<file path="config.mk">
export PLATFORM = sky130hd
export DESIGN_NAME = periodic_seed_window_weight_max
export DESIGN_NICKNAME = d
export VERILOG_FILES = /design/src/pswwm_pkg.sv /design/src/pswwm_fifo.sv /design/src/pswwm_front.sv /design/src/pswwm_back.sv /design/src/periodic_seed_window_weight_max.sv
export SDC_FILE = /design/constraint.sdc
export NUM_CORES = 2
export LEC_CHECK = 0
export ABC_AREA = 1
export BUFFER_PORTS_ARGS = -buffer_cell sky130_fd_sc_hd__buf_2
export CORE_AREA = 2 2 656 658
export CTS_CLUSTER_DIAMETER = 40
export DETAILED_ROUTE_END_ITERATION = 16
export DIE_AREA = 0 0 658 660
export PLACE_DENSITY_LB_ADDON = 0.3
export SLEW_MARGIN = 20
export SYNTH_ARGS = -nofsm -noshare
export SYNTH_HDL_FRONTEND = slang
export SYNTH_HIERARCHICAL = 1
export SYNTH_SLANG_ARGS = --single-unit
</file>
<file path="constraint.sdc">
create_clock -name clock -period 13.3 [get_ports clock]
set_input_delay 2.66 -clock clock [delete_from_list [all_inputs] [get_ports clock]]
set_output_delay 2.66 -clock clock [all_outputs]
set_load 0.01 [all_outputs]
</file>
<file path="src/pswwm_pkg.sv">
// shared types, constants and helpers for the periodic seed window weight block
package pswwm_pkg;

   localparam int MAX_BLOCK   = 32;
   localparam int MAX_READ    = 255;
   localparam int QUEUE_DEPTH = 2;
   localparam int PAT_W       = 64;
   localparam int BLEN_W      = 6;
   localparam int RLEN_W      = 8;
   localparam int WT_W        = 10;
   localparam int POS_W       = 5;
   localparam int TOTAL_W     = 7;
   localparam logic [BLEN_W-1:0] BLEN_RESET = 6'd4;

   typedef enum logic [1:0] {
      F_IDLE,
      F_CALC,
      F_PUSH
   } front_state_type;

   typedef enum logic [2:0] {
      B_IDLE,
      B_INIT,
      B_SLIDE,
      B_READ,
      B_UPD
   } back_state_type;

   typedef struct packed {
      logic [PAT_W-1:0]   weights;
      logic [BLEN_W-1:0]  blen;
      logic [RLEN_W-1:0]  full;
      logic [POS_W-1:0]   rem;
      logic [TOTAL_W-1:0] total;
      logic [RLEN_W-1:0]  rlen;
      logic               ok;
      logic               in_range;
   } job_type;

   function automatic logic [PAT_W-1:0] swap_codes(input logic [PAT_W-1:0] pat);
      logic [PAT_W-1:0] res;
      for (int k = 0; k < PAT_W / 2; k++) begin
         res[2*k]   = pat[2*k+1];
         res[2*k+1] = pat[2*k];
      end
      return res;
   endfunction

   function automatic logic [1:0] weight_at(input logic [PAT_W-1:0] w,
                                            input logic [POS_W-1:0] idx);
      return w[{idx, 1'b0} +: 2];
   endfunction

endpackage

</file>
<file path="src/pswwm_fifo.sv">
// short job queue between the front and back parts
module pswwm_fifo (
   input  logic              clock,
   input  logic              reset,
   input  logic              push,
   input  pswwm_pkg::job_type push_data,
   input  logic              pop,
   output pswwm_pkg::job_type pop_data,
   output logic              full,
   output logic              empty
);

   localparam int DEPTH = pswwm_pkg::QUEUE_DEPTH;
   localparam int PTR_W = (DEPTH > 1) ? $clog2(DEPTH) : 1;
   localparam int CNT_W = $clog2(DEPTH + 1);

   pswwm_pkg::job_type store_ff [DEPTH];
   logic [PTR_W-1:0] wr_ptr_ff, wr_ptr_in;
   logic [PTR_W-1:0] rd_ptr_ff, rd_ptr_in;
   logic [CNT_W-1:0] count_ff, count_in;

   assign full     = (count_ff == CNT_W'(DEPTH));
   assign empty    = (count_ff == '0);
   assign pop_data = store_ff[rd_ptr_ff];

   always_comb begin
      wr_ptr_in = wr_ptr_ff;
      rd_ptr_in = rd_ptr_ff;
      count_in  = count_ff;
      if (push) begin
         wr_ptr_in = (wr_ptr_ff == PTR_W'(DEPTH - 1)) ? '0 : PTR_W'(wr_ptr_ff + 1'b1);
      end
      if (pop) begin
         rd_ptr_in = (rd_ptr_ff == PTR_W'(DEPTH - 1)) ? '0 : PTR_W'(rd_ptr_ff + 1'b1);
      end
      if (push && !pop) begin
         count_in = CNT_W'(count_ff + 1'b1);
      end else if (pop && !push) begin
         count_in = CNT_W'(count_ff - 1'b1);
      end
   end

   always_ff @(posedge clock) begin
      if (reset) begin
         wr_ptr_ff <= '0;
         rd_ptr_ff <= '0;
         count_ff  <= '0;
      end else begin
         wr_ptr_ff <= wr_ptr_in;
         rd_ptr_ff <= rd_ptr_in;
         count_ff  <= count_in;
      end
   end

   always_ff @(posedge clock) begin
      if (push) begin
         store_ff[wr_ptr_ff] <= push_data;
      end
   end

   a_no_overflow: assert property (@(posedge clock) disable iff (reset)
      !(push && full && !pop))
      else $error("job queue overflow");

endmodule

</file>
<file path="src/pswwm_front.sv">
// front part: takes items, decodes the block, sums its weight and divides the span
module pswwm_front #(
   parameter int MAX_READ = pswwm_pkg::MAX_READ
) (
   input  logic                          clock,
   input  logic                          reset,
   input  logic                          hold,
   input  logic [pswwm_pkg::BLEN_W-1:0]  block_len,
   input  logic                          req_tvalid,
   output logic                          req_tready,
   input  logic [pswwm_pkg::PAT_W-1:0]   pattern,
   input  logic [pswwm_pkg::RLEN_W-1:0]  read_len,
   output logic                          push,
   output pswwm_pkg::job_type            push_data,
   input  logic                          queue_full
);

   localparam int BW = pswwm_pkg::BLEN_W;
   localparam int PW = pswwm_pkg::POS_W;
   localparam int TW = pswwm_pkg::TOTAL_W;
   localparam int RW = pswwm_pkg::RLEN_W;

   pswwm_pkg::front_state_type state_ff, state_in;

   logic [pswwm_pkg::PAT_W-1:0] pat_ff, pat_in;
   logic [RW-1:0] rlen_ff, rlen_in;
   logic [BW-1:0] blen_ff, blen_in;
   logic [TW-1:0] total_ff, total_in;
   logic [PW-1:0] cnt_ff, cnt_in;
   logic [PW-1:0] last_ff, last_in;
   logic [PW-1:0] rem_ff, rem_in;
   logic [RW-1:0] quo_ff, quo_in;
   logic [RW-1:0] div_ff, div_in;
   logic          ok_ff, ok_in;
   logic          range_ff, range_in;

   logic          take;
   logic [BW-1:0] eff_blen;
   logic [RW:0]   span;
   logic          in_range;
   logic [BW:0]   rtmp;
   logic          ge;

   assign take = req_tvalid && req_tready;

   always_comb begin
      state_in = state_ff;
      case (state_ff)
         pswwm_pkg::F_IDLE: begin
            if (take) state_in = pswwm_pkg::F_CALC;
         end
         pswwm_pkg::F_CALC: begin
            if (cnt_ff == last_ff) state_in = pswwm_pkg::F_PUSH;
         end
         pswwm_pkg::F_PUSH: begin
            if (!queue_full) state_in = pswwm_pkg::F_IDLE;
         end
         default: state_in = pswwm_pkg::F_IDLE;
      endcase
   end

   always_comb begin
      req_tready = (state_ff == pswwm_pkg::F_IDLE) && !hold;
      push       = (state_ff == pswwm_pkg::F_PUSH) && !queue_full;
   end

   always_comb begin
      if (block_len == '0) begin
         eff_blen = BW'(1);
      end else if (block_len > BW'(pswwm_pkg::MAX_BLOCK)) begin
         eff_blen = BW'(pswwm_pkg::MAX_BLOCK);
      end else begin
         eff_blen = block_len;
      end
      span     = (RW+1)'(read_len) + (RW+1)'(1) - (RW+1)'(eff_blen);
      in_range = (11'(read_len) <= 11'(MAX_READ));
      rtmp     = (BW+1)'({rem_ff, div_ff[RW-1]});
      ge       = (rtmp >= (BW+1)'(blen_ff));

      pat_in   = pat_ff;
      rlen_in  = rlen_ff;
      blen_in  = blen_ff;
      total_in = total_ff;
      cnt_in   = cnt_ff;
      last_in  = last_ff;
      rem_in   = rem_ff;
      quo_in   = quo_ff;
      div_in   = div_ff;
      ok_in    = ok_ff;
      range_in = range_ff;

      if (state_ff == pswwm_pkg::F_IDLE && take) begin
         pat_in   = pswwm_pkg::swap_codes(pattern);
         rlen_in  = read_len;
         blen_in  = eff_blen;
         total_in = '0;
         cnt_in   = '0;
         last_in  = (eff_blen >= BW'(8)) ? PW'(eff_blen - 1'b1) : PW'(7);
         rem_in   = '0;
         quo_in   = '0;
         div_in   = span[RW-1:0];
         ok_in    = in_range && ((RW+1)'(read_len) + (RW+1)'(1) >= (RW+1)'({eff_blen, 1'b0}));
         range_in = in_range;
      end else if (state_ff == pswwm_pkg::F_CALC) begin
         if (BW'(cnt_ff) < blen_ff) begin
            total_in = TW'(total_ff + TW'(pswwm_pkg::weight_at(pat_ff, cnt_ff)));
         end
         if (cnt_ff < PW'(RW)) begin
            rem_in = ge ? PW'(rtmp - (BW+1)'(blen_ff)) : rtmp[PW-1:0];
            quo_in = {quo_ff[RW-2:0], ge};
            div_in = {div_ff[RW-2:0], 1'b0};
         end
         cnt_in = PW'(cnt_ff + 1'b1);
      end
   end

   always_ff @(posedge clock) begin
      if (reset) begin
         state_ff <= pswwm_pkg::F_IDLE;
      end else begin
         state_ff <= state_in;
      end
   end

   always_ff @(posedge clock) begin
      pat_ff   <= pat_in;
      rlen_ff  <= rlen_in;
      blen_ff  <= blen_in;
      total_ff <= total_in;
      cnt_ff   <= cnt_in;
      last_ff  <= last_in;
      rem_ff   <= rem_in;
      quo_ff   <= quo_in;
      div_ff   <= div_in;
      ok_ff    <= ok_in;
      range_ff <= range_in;
   end

   always_comb begin
      push_data.weights  = pat_ff;
      push_data.blen     = blen_ff;
      push_data.full     = quo_ff;
      push_data.rem      = rem_ff;
      push_data.total    = total_ff;
      push_data.rlen     = rlen_ff;
      push_data.ok       = ok_ff;
      push_data.in_range = range_ff;
   end

endmodule

</file>
<file path="src/pswwm_back.sv">
// back part: circular window search, weight update in the best-weight store, result register
module pswwm_back #(
   parameter int MAX_READ = pswwm_pkg::MAX_READ
) (
   input  logic                clock,
   input  logic                reset,
   input  pswwm_pkg::job_type  job,
   input  logic                job_empty,
   output logic                pop,
   output logic                clearing,
   output logic                rsp_tvalid,
   input  logic                rsp_tready,
   output logic [pswwm_pkg::WT_W-1:0] window_weight,
   output logic [pswwm_pkg::WT_W-1:0] best_weight,
   output logic                improved,
   output logic                accepted
);

   localparam int DEPTH = MAX_READ + 1;
   localparam int AW    = (DEPTH > 1) ? $clog2(DEPTH) : 1;
   localparam int PW    = pswwm_pkg::POS_W;
   localparam int SW    = pswwm_pkg::TOTAL_W;
   localparam int WW    = pswwm_pkg::WT_W;
   localparam int MW    = pswwm_pkg::RLEN_W + pswwm_pkg::TOTAL_W;

   pswwm_pkg::back_state_type state_ff, state_in;
   pswwm_pkg::job_type job_ff, job_in;

   logic [WW-1:0] mem [DEPTH];
   logic [WW-1:0] rd_ff;

   logic [AW-1:0] clr_addr_ff;
   logic          clear_ff;

   logic [SW-1:0] sum_ff, sum_in;
   logic [SW-1:0] best_ff, best_in;
   logic [PW-1:0] p_ff, p_in;
   logic [PW-1:0] s_ff, s_in;
   logic [WW-1:0] weight_ff, weight_in;

   logic          rsp_valid_ff;
   logic [WW-1:0] win_out_ff, best_out_ff;
   logic          impr_out_ff, acc_out_ff;

   logic          out_free;
   logic          finish;
   logic          wr_en;
   logic [AW-1:0] addr;
   logic [WW-1:0] stored;
   logic          raise;
   logic [MW-1:0] prod;
   logic [MW-1:0] wsum;

   assign clearing      = clear_ff;
   assign rsp_tvalid    = rsp_valid_ff;
   assign window_weight = win_out_ff;
   assign best_weight   = best_out_ff;
   assign improved      = impr_out_ff;
   assign accepted      = acc_out_ff;
   assign out_free      = !rsp_valid_ff || rsp_tready;
   assign addr          = AW'(job_ff.rlen);
   assign stored        = job_ff.in_range ? rd_ff : '0;
   assign raise         = job_ff.ok && (weight_ff > stored);

   always_comb begin
      state_in = state_ff;
      case (state_ff)
         pswwm_pkg::B_IDLE: begin
            if (!job_empty && !clear_ff) begin
               state_in = job.ok ? pswwm_pkg::B_INIT : pswwm_pkg::B_READ;
            end
         end
         pswwm_pkg::B_INIT: begin
            if (p_ff == job_ff.rem) state_in = pswwm_pkg::B_SLIDE;
         end
         pswwm_pkg::B_SLIDE: begin
            if (s_ff == PW'(job_ff.blen - 1'b1)) state_in = pswwm_pkg::B_READ;
         end
         pswwm_pkg::B_READ: state_in = pswwm_pkg::B_UPD;
         pswwm_pkg::B_UPD: begin
            if (out_free) state_in = pswwm_pkg::B_IDLE;
         end
         default: state_in = pswwm_pkg::B_IDLE;
      endcase
   end

   always_comb begin
      pop    = (state_ff == pswwm_pkg::B_IDLE) && !job_empty && !clear_ff;
      finish = (state_ff == pswwm_pkg::B_UPD) && out_free;
      wr_en  = finish && raise;
   end

   always_comb begin
      prod      = MW'(job_ff.full) * MW'(job_ff.total);
      wsum      = prod + MW'(best_ff);
      job_in    = job_ff;
      sum_in    = sum_ff;
      best_in   = best_ff;
      p_in      = p_ff;
      s_in      = s_ff;
      weight_in = weight_ff;
      case (state_ff)
         pswwm_pkg::B_IDLE: begin
            if (pop) begin
               job_in  = job;
               sum_in  = '0;
               best_in = '0;
               p_in    = '0;
               s_in    = '0;
            end
         end
         pswwm_pkg::B_INIT: begin
            if (p_ff != job_ff.rem) begin
               sum_in = SW'(sum_ff + SW'(pswwm_pkg::weight_at(job_ff.weights, p_ff)));
               p_in   = PW'(p_ff + 1'b1);
            end
         end
         pswwm_pkg::B_SLIDE: begin
            if (sum_ff > best_ff) best_in = sum_ff;
            sum_in = SW'(sum_ff + SW'(pswwm_pkg::weight_at(job_ff.weights, p_ff))
                     - SW'(pswwm_pkg::weight_at(job_ff.weights, s_ff)));
            p_in   = (p_ff == PW'(job_ff.blen - 1'b1)) ? '0 : PW'(p_ff + 1'b1);
            s_in   = PW'(s_ff + 1'b1);
         end
         pswwm_pkg::B_READ: begin
            weight_in = job_ff.ok ? wsum[WW-1:0] : '0;
         end
         default: ;
      endcase
   end

   always_ff @(posedge clock) begin
      if (reset) begin
         state_ff     <= pswwm_pkg::B_IDLE;
         clear_ff     <= 1'b1;
         clr_addr_ff  <= '0;
         rsp_valid_ff <= 1'b0;
      end else begin
         state_ff <= state_in;
         if (clear_ff) begin
            clr_addr_ff <= AW'(clr_addr_ff + 1'b1);
            if (clr_addr_ff == AW'(DEPTH - 1)) clear_ff <= 1'b0;
         end
         if (finish) begin
            rsp_valid_ff <= 1'b1;
         end else if (rsp_tready) begin
            rsp_valid_ff <= 1'b0;
         end
      end
   end

   always_ff @(posedge clock) begin
      job_ff    <= job_in;
      sum_ff    <= sum_in;
      best_ff   <= best_in;
      p_ff      <= p_in;
      s_ff      <= s_in;
      weight_ff <= weight_in;
      if (finish) begin
         win_out_ff  <= weight_ff;
         best_out_ff <= raise ? weight_ff : stored;
         impr_out_ff <= raise;
         acc_out_ff  <= job_ff.ok;
      end
   end

   always_ff @(posedge clock) begin
      if (clear_ff) begin
         mem[clr_addr_ff] <= '0;
      end else if (wr_en) begin
         mem[addr] <= weight_ff;
      end
      if (state_ff == pswwm_pkg::B_READ) begin
         rd_ff <= mem[addr];
      end
   end

   a_no_pop_clearing: assert property (@(posedge clock) disable iff (reset)
      clear_ff |-> !pop)
      else $error("job taken during store clear");

   a_improved_needs_accept: assert property (@(posedge clock) disable iff (reset)
      rsp_valid_ff |-> !(impr_out_ff && !acc_out_ff))
      else $error("improved set on rejected item");

   a_best_covers_weight: assert property (@(posedge clock) disable iff (reset)
      (rsp_valid_ff && acc_out_ff) |-> (best_out_ff >= win_out_ff))
      else $error("stored best below item weight");

endmodule

</file>
<file path="src/periodic_seed_window_weight_max.sv">
// top level of the periodic seed window weight block
//
//  port group | dir | payload
//  req_       | in  | tdata: pattern[63:0], read_len[71:64]
//  rsp_       | out | tdata: window_weight[9:0], best_weight[19:10], improved[20],
//             |     |        accepted[21], zero fill[23:22]
//  csr_       | in  | wr_data: block_len[5:0]
//
// front: per item, sums the block weight and runs an 8-step divider, then pushes the job
// back: accepted items pass through init, slide, read and update; rejected ones go to read and update
// front and back overlap through a two-entry queue, the slower one sets the rate
// after reset every store entry is cleared with req_tready low
// a stalled result waits in the output register while the next item is taken
module periodic_seed_window_weight_max #(
   parameter int MAX_READ = pswwm_pkg::MAX_READ
) (
   input  logic        clock,
   input  logic        reset,
   input  logic        req_tvalid,
   output logic        req_tready,
   input  logic [71:0] req_tdata,   // pattern, read_len
   output logic        rsp_tvalid,
   input  logic        rsp_tready,
   output logic [23:0] rsp_tdata,   // window_weight, best_weight, improved, accepted
   input  logic        csr_wr_en,
   input  logic [5:0]  csr_wr_data
);

   logic [pswwm_pkg::BLEN_W-1:0] block_len_ff;

   logic               push;
   logic               pop;
   logic               queue_full;
   logic               queue_empty;
   logic               clearing;
   pswwm_pkg::job_type push_data;
   pswwm_pkg::job_type pop_data;

   logic [pswwm_pkg::WT_W-1:0] window_weight;
   logic [pswwm_pkg::WT_W-1:0] best_weight;
   logic                       improved;
   logic                       accepted;

   always_ff @(posedge clock) begin
      if (reset) begin
         block_len_ff <= pswwm_pkg::BLEN_RESET;
      end else if (csr_wr_en) begin
         block_len_ff <= csr_wr_data;
      end
   end

   pswwm_front #(
      .MAX_READ (MAX_READ)
   ) u_front (
      .clock      (clock),
      .reset      (reset),
      .hold       (clearing),
      .block_len  (block_len_ff),
      .req_tvalid (req_tvalid),
      .req_tready (req_tready),
      .pattern    (req_tdata[63:0]),
      .read_len   (req_tdata[71:64]),
      .push       (push),
      .push_data  (push_data),
      .queue_full (queue_full)
   );

   pswwm_fifo u_queue (
      .clock     (clock),
      .reset     (reset),
      .push      (push),
      .push_data (push_data),
      .pop       (pop),
      .pop_data  (pop_data),
      .full      (queue_full),
      .empty     (queue_empty)
   );

   pswwm_back #(
      .MAX_READ (MAX_READ)
   ) u_back (
      .clock         (clock),
      .reset         (reset),
      .job           (pop_data),
      .job_empty     (queue_empty),
      .pop           (pop),
      .clearing      (clearing),
      .rsp_tvalid    (rsp_tvalid),
      .rsp_tready    (rsp_tready),
      .window_weight (window_weight),
      .best_weight   (best_weight),
      .improved      (improved),
      .accepted      (accepted)
   );

   assign rsp_tdata = {2'b00, accepted, improved, best_weight, window_weight};

endmodule

</file>
==> impl_metrics.ini <==
[die]
io-pin-count = 109
die_area_um2 = 434000
core_um2 = 427000
row_count = 240
die_y_um = 660
start_util = 0.299
die_w_um = 658

[setup_path]
crit_path_end_kind = flip-flop
path_class = reg2reg
r2r_slack_ps = 7460
cp-start-kind = flip-flop
crit_fanout = 161
arrival_ps = 6610
required_ps = 14080

[placed_design]
placement.io_buffers = 106
gp_congestion = 0.824
dp_hpwl_um = 209000

[hold_path]
hold_class = reg2reg

[cts]
clk_path_buf_depth = 4
post_cts_resized = 0
h-tree-depth = 5
cts.sinks = 3066
clockRootBuffer = clkbuf_16
clk_latency_ps = 960
clk_pin_slew_ps = 50
postCtsHoldBufs = 0
postCtsSetupRepairBufs = 0
cts_buffers = 414
tritoncts = yes

[grt]
grt_pass1_wl_um = 529000
grt_pass1_vias = 78906
grt_use_total = 0.161
antenna_found_initial = 13
overflow = 0
grt_max_degree = 162

[layout]
nNetsFinal = 10835
synthToLayoutAreaGrowth_pct = 15.9
post_route_cells_drive_above_1_share = 0.105
utilization = 0.347

[synthesis]
yosysWarningCount = 6
synth_cells = 10650
synth_area_per_cell_um2 = 12.0
syn_area_um2 = 128000

[timing]
fin_tns_setup_ps = 0
finalHoldViolCount = 0
slew_violations = 0
worst_pin_slew_ps = 1110
rsz0062_at_grt = no
finClkSkew_ps = 84.2
max_clock_freq_mhz = 171
period_share = 0.439
setup_viol = 0
max-slew-margin-rel = 0.254
period_minus_slack_ps = 5840

[route]
drcViolationCount = 0
wl_per_cell_um = 21.6
first_pass_iters = 6
via_per_inst = 4.87
ant_nets = 0
detailroute.via_count = 81335
first_iter_violations = 8170
drt-total-wl_um = 360000

[power_and_ir_drop]
vdd_drop_max_v = 0.000137
powerDensity_nw_per_um2 = 155
power.leakage_nw = 52.6

[run_status]
outcome = complete, no violations

[flow_run]
drv_cap = 0
[flip-flops by register name, summed over array words and instances (netlist names), 5 cells and up, named ones only]
name / cells
u_back/rd_ff: 10
u_front/quo_ff: 8
u_queue/store_ff: 198
u_front/div_ff: 8
u_back/job_ff: 91
u_front/rem_ff: 5
u_front/rlen_ff: 8
u_back/best_weight: 10
u_back/weight_ff: 10
u_front/cnt_ff: 5
u_back/s_ff: 5
u_back/sum_ff: 7
u_back/best_ff: 7
u_back/addr: 8
u_front/total_ff: 7
u_back/window_weight: 10
u_back/clr_addr_ff: 8
u_front/blen_ff: 6
u_front/last_ff: 5
u_front/pat_ff: 64
block_len_ff: 6
u_back/mem: 2560
u_back/p_ff: 5
[worst max-delay path, cell delays in order, from the launching register on]
cell and delay [ps]:
edfxtp_1 320, buf_4 500, buf_12 590, buf_4 650, buf_4 770, buf_4 860
nand2_1 110, nand3_1 150, nand3_1 100, nand3_1 210, nand3_1 190, nand3_1 190
nand3_1 220, nand2_1 270, nand2_1 140, nand2_1 100
[power by group]
| part | leakage [nW] | internal [mW] | switching, mW |
|---|---|---|---|
| sequential | 27.9 | 10.6 | 0.0819 |
| clock | 6.94 | 7.01 | 4.39 |
| combinational | 17.8 | 0.293 | 0.604 |
[path summary, 6_finish.rpt]
kind	startpoint	end	depth (start not counted)
setup / recovery	u_back/addr[0]	u_back/rd_ff[1]	15
hold reg to reg	u_front/quo_ff[0]	u_queue/store_ff[1][22]	0
hold / removal	u_front/quo_ff[0]	u_queue/store_ff[1][22]	0
setup reg to reg	u_back/addr[0]	u_back/rd_ff[1]	15
[routing by layer]
layer  up-vias  global-route usage  wire length (µm)
met4         8              0.0495             10300
li1      37839                   -                 -
met5         -                   0                43
met2      2765               0.267            172000
met3       547              0.0232             23100
met1     40176               0.218            155000
[cell usage in the layout (no fill, tap or decap), types with 9 or more instances in the layout]
cell / count
nor3_1: 21
o21ai_0: 110
nand2_1: 2974
inv_1: 252
buf_2: 106
nor2_8: 9
fa_1: 33
diode_2: 12
nand4_1: 21
nand2_4: 20
ha_1: 74
clkinvlp_4: 36
clkinv_16: 11
edfxtp_1: 3015
mux2_4: 99
nor2_2: 18
buf_12: 16
clkinv_1: 61
xnor2_1: 18
nand3_2: 19
o211ai_1: 9
clkinv_4: 42
xor2_1: 30
a21oi_1: 71
buf_4: 123
nand2_2: 19
clkinv_2: 55
o221ai_1: 14
o22ai_1: 15
o21ai_1: 10
bufinv_16: 59
nor2_4: 17
nand3_1: 2590
clkbuf_16: 421
clkbuf_1: 41
dfxtp_1: 50
inv_6: 36
nor2_1: 408
inv_8: 14
[cell type report]
cell class                      count  area, µm²
Fill cell                       41663     279000
Sequential cell                  3066      91600
Multi-Input combinational cell   6643      32000
Clock buffer                      463      10700
Tap cell                         5687       7120
Clock inverter                    306       3730
Timing Repair Buffer              245       1770
Inverter                          275       1080
Antenna cell                       12       30.0
[per-stage QoR]
| step | std cells | area (µm²) | total power, mW | hold slack [ps] | setup slack [ps] |
|---|---|---|---|---|---|
| 5_1_grt | 16688 | 148000 | 23.7 | 453 | 7250 |
| 3_5_place_dp | 15915 | 134000 | 11.7 | 437 | 6660 |
| 4_1_cts | 16684 | 148000 | 23.1 | 433 | 7680 |
| 6_report | 16697 | 148000 | 22.9 | 450 | 7460 |
| 3_3_place_gp | 15914 | 133000 | 11.7 | 427 | 6570 |
| 2_1_floorplan | 10651 | 128000 | 11.4 | 421 | 2010 |
No activity file was read; power rests on OpenSTA's default activity.
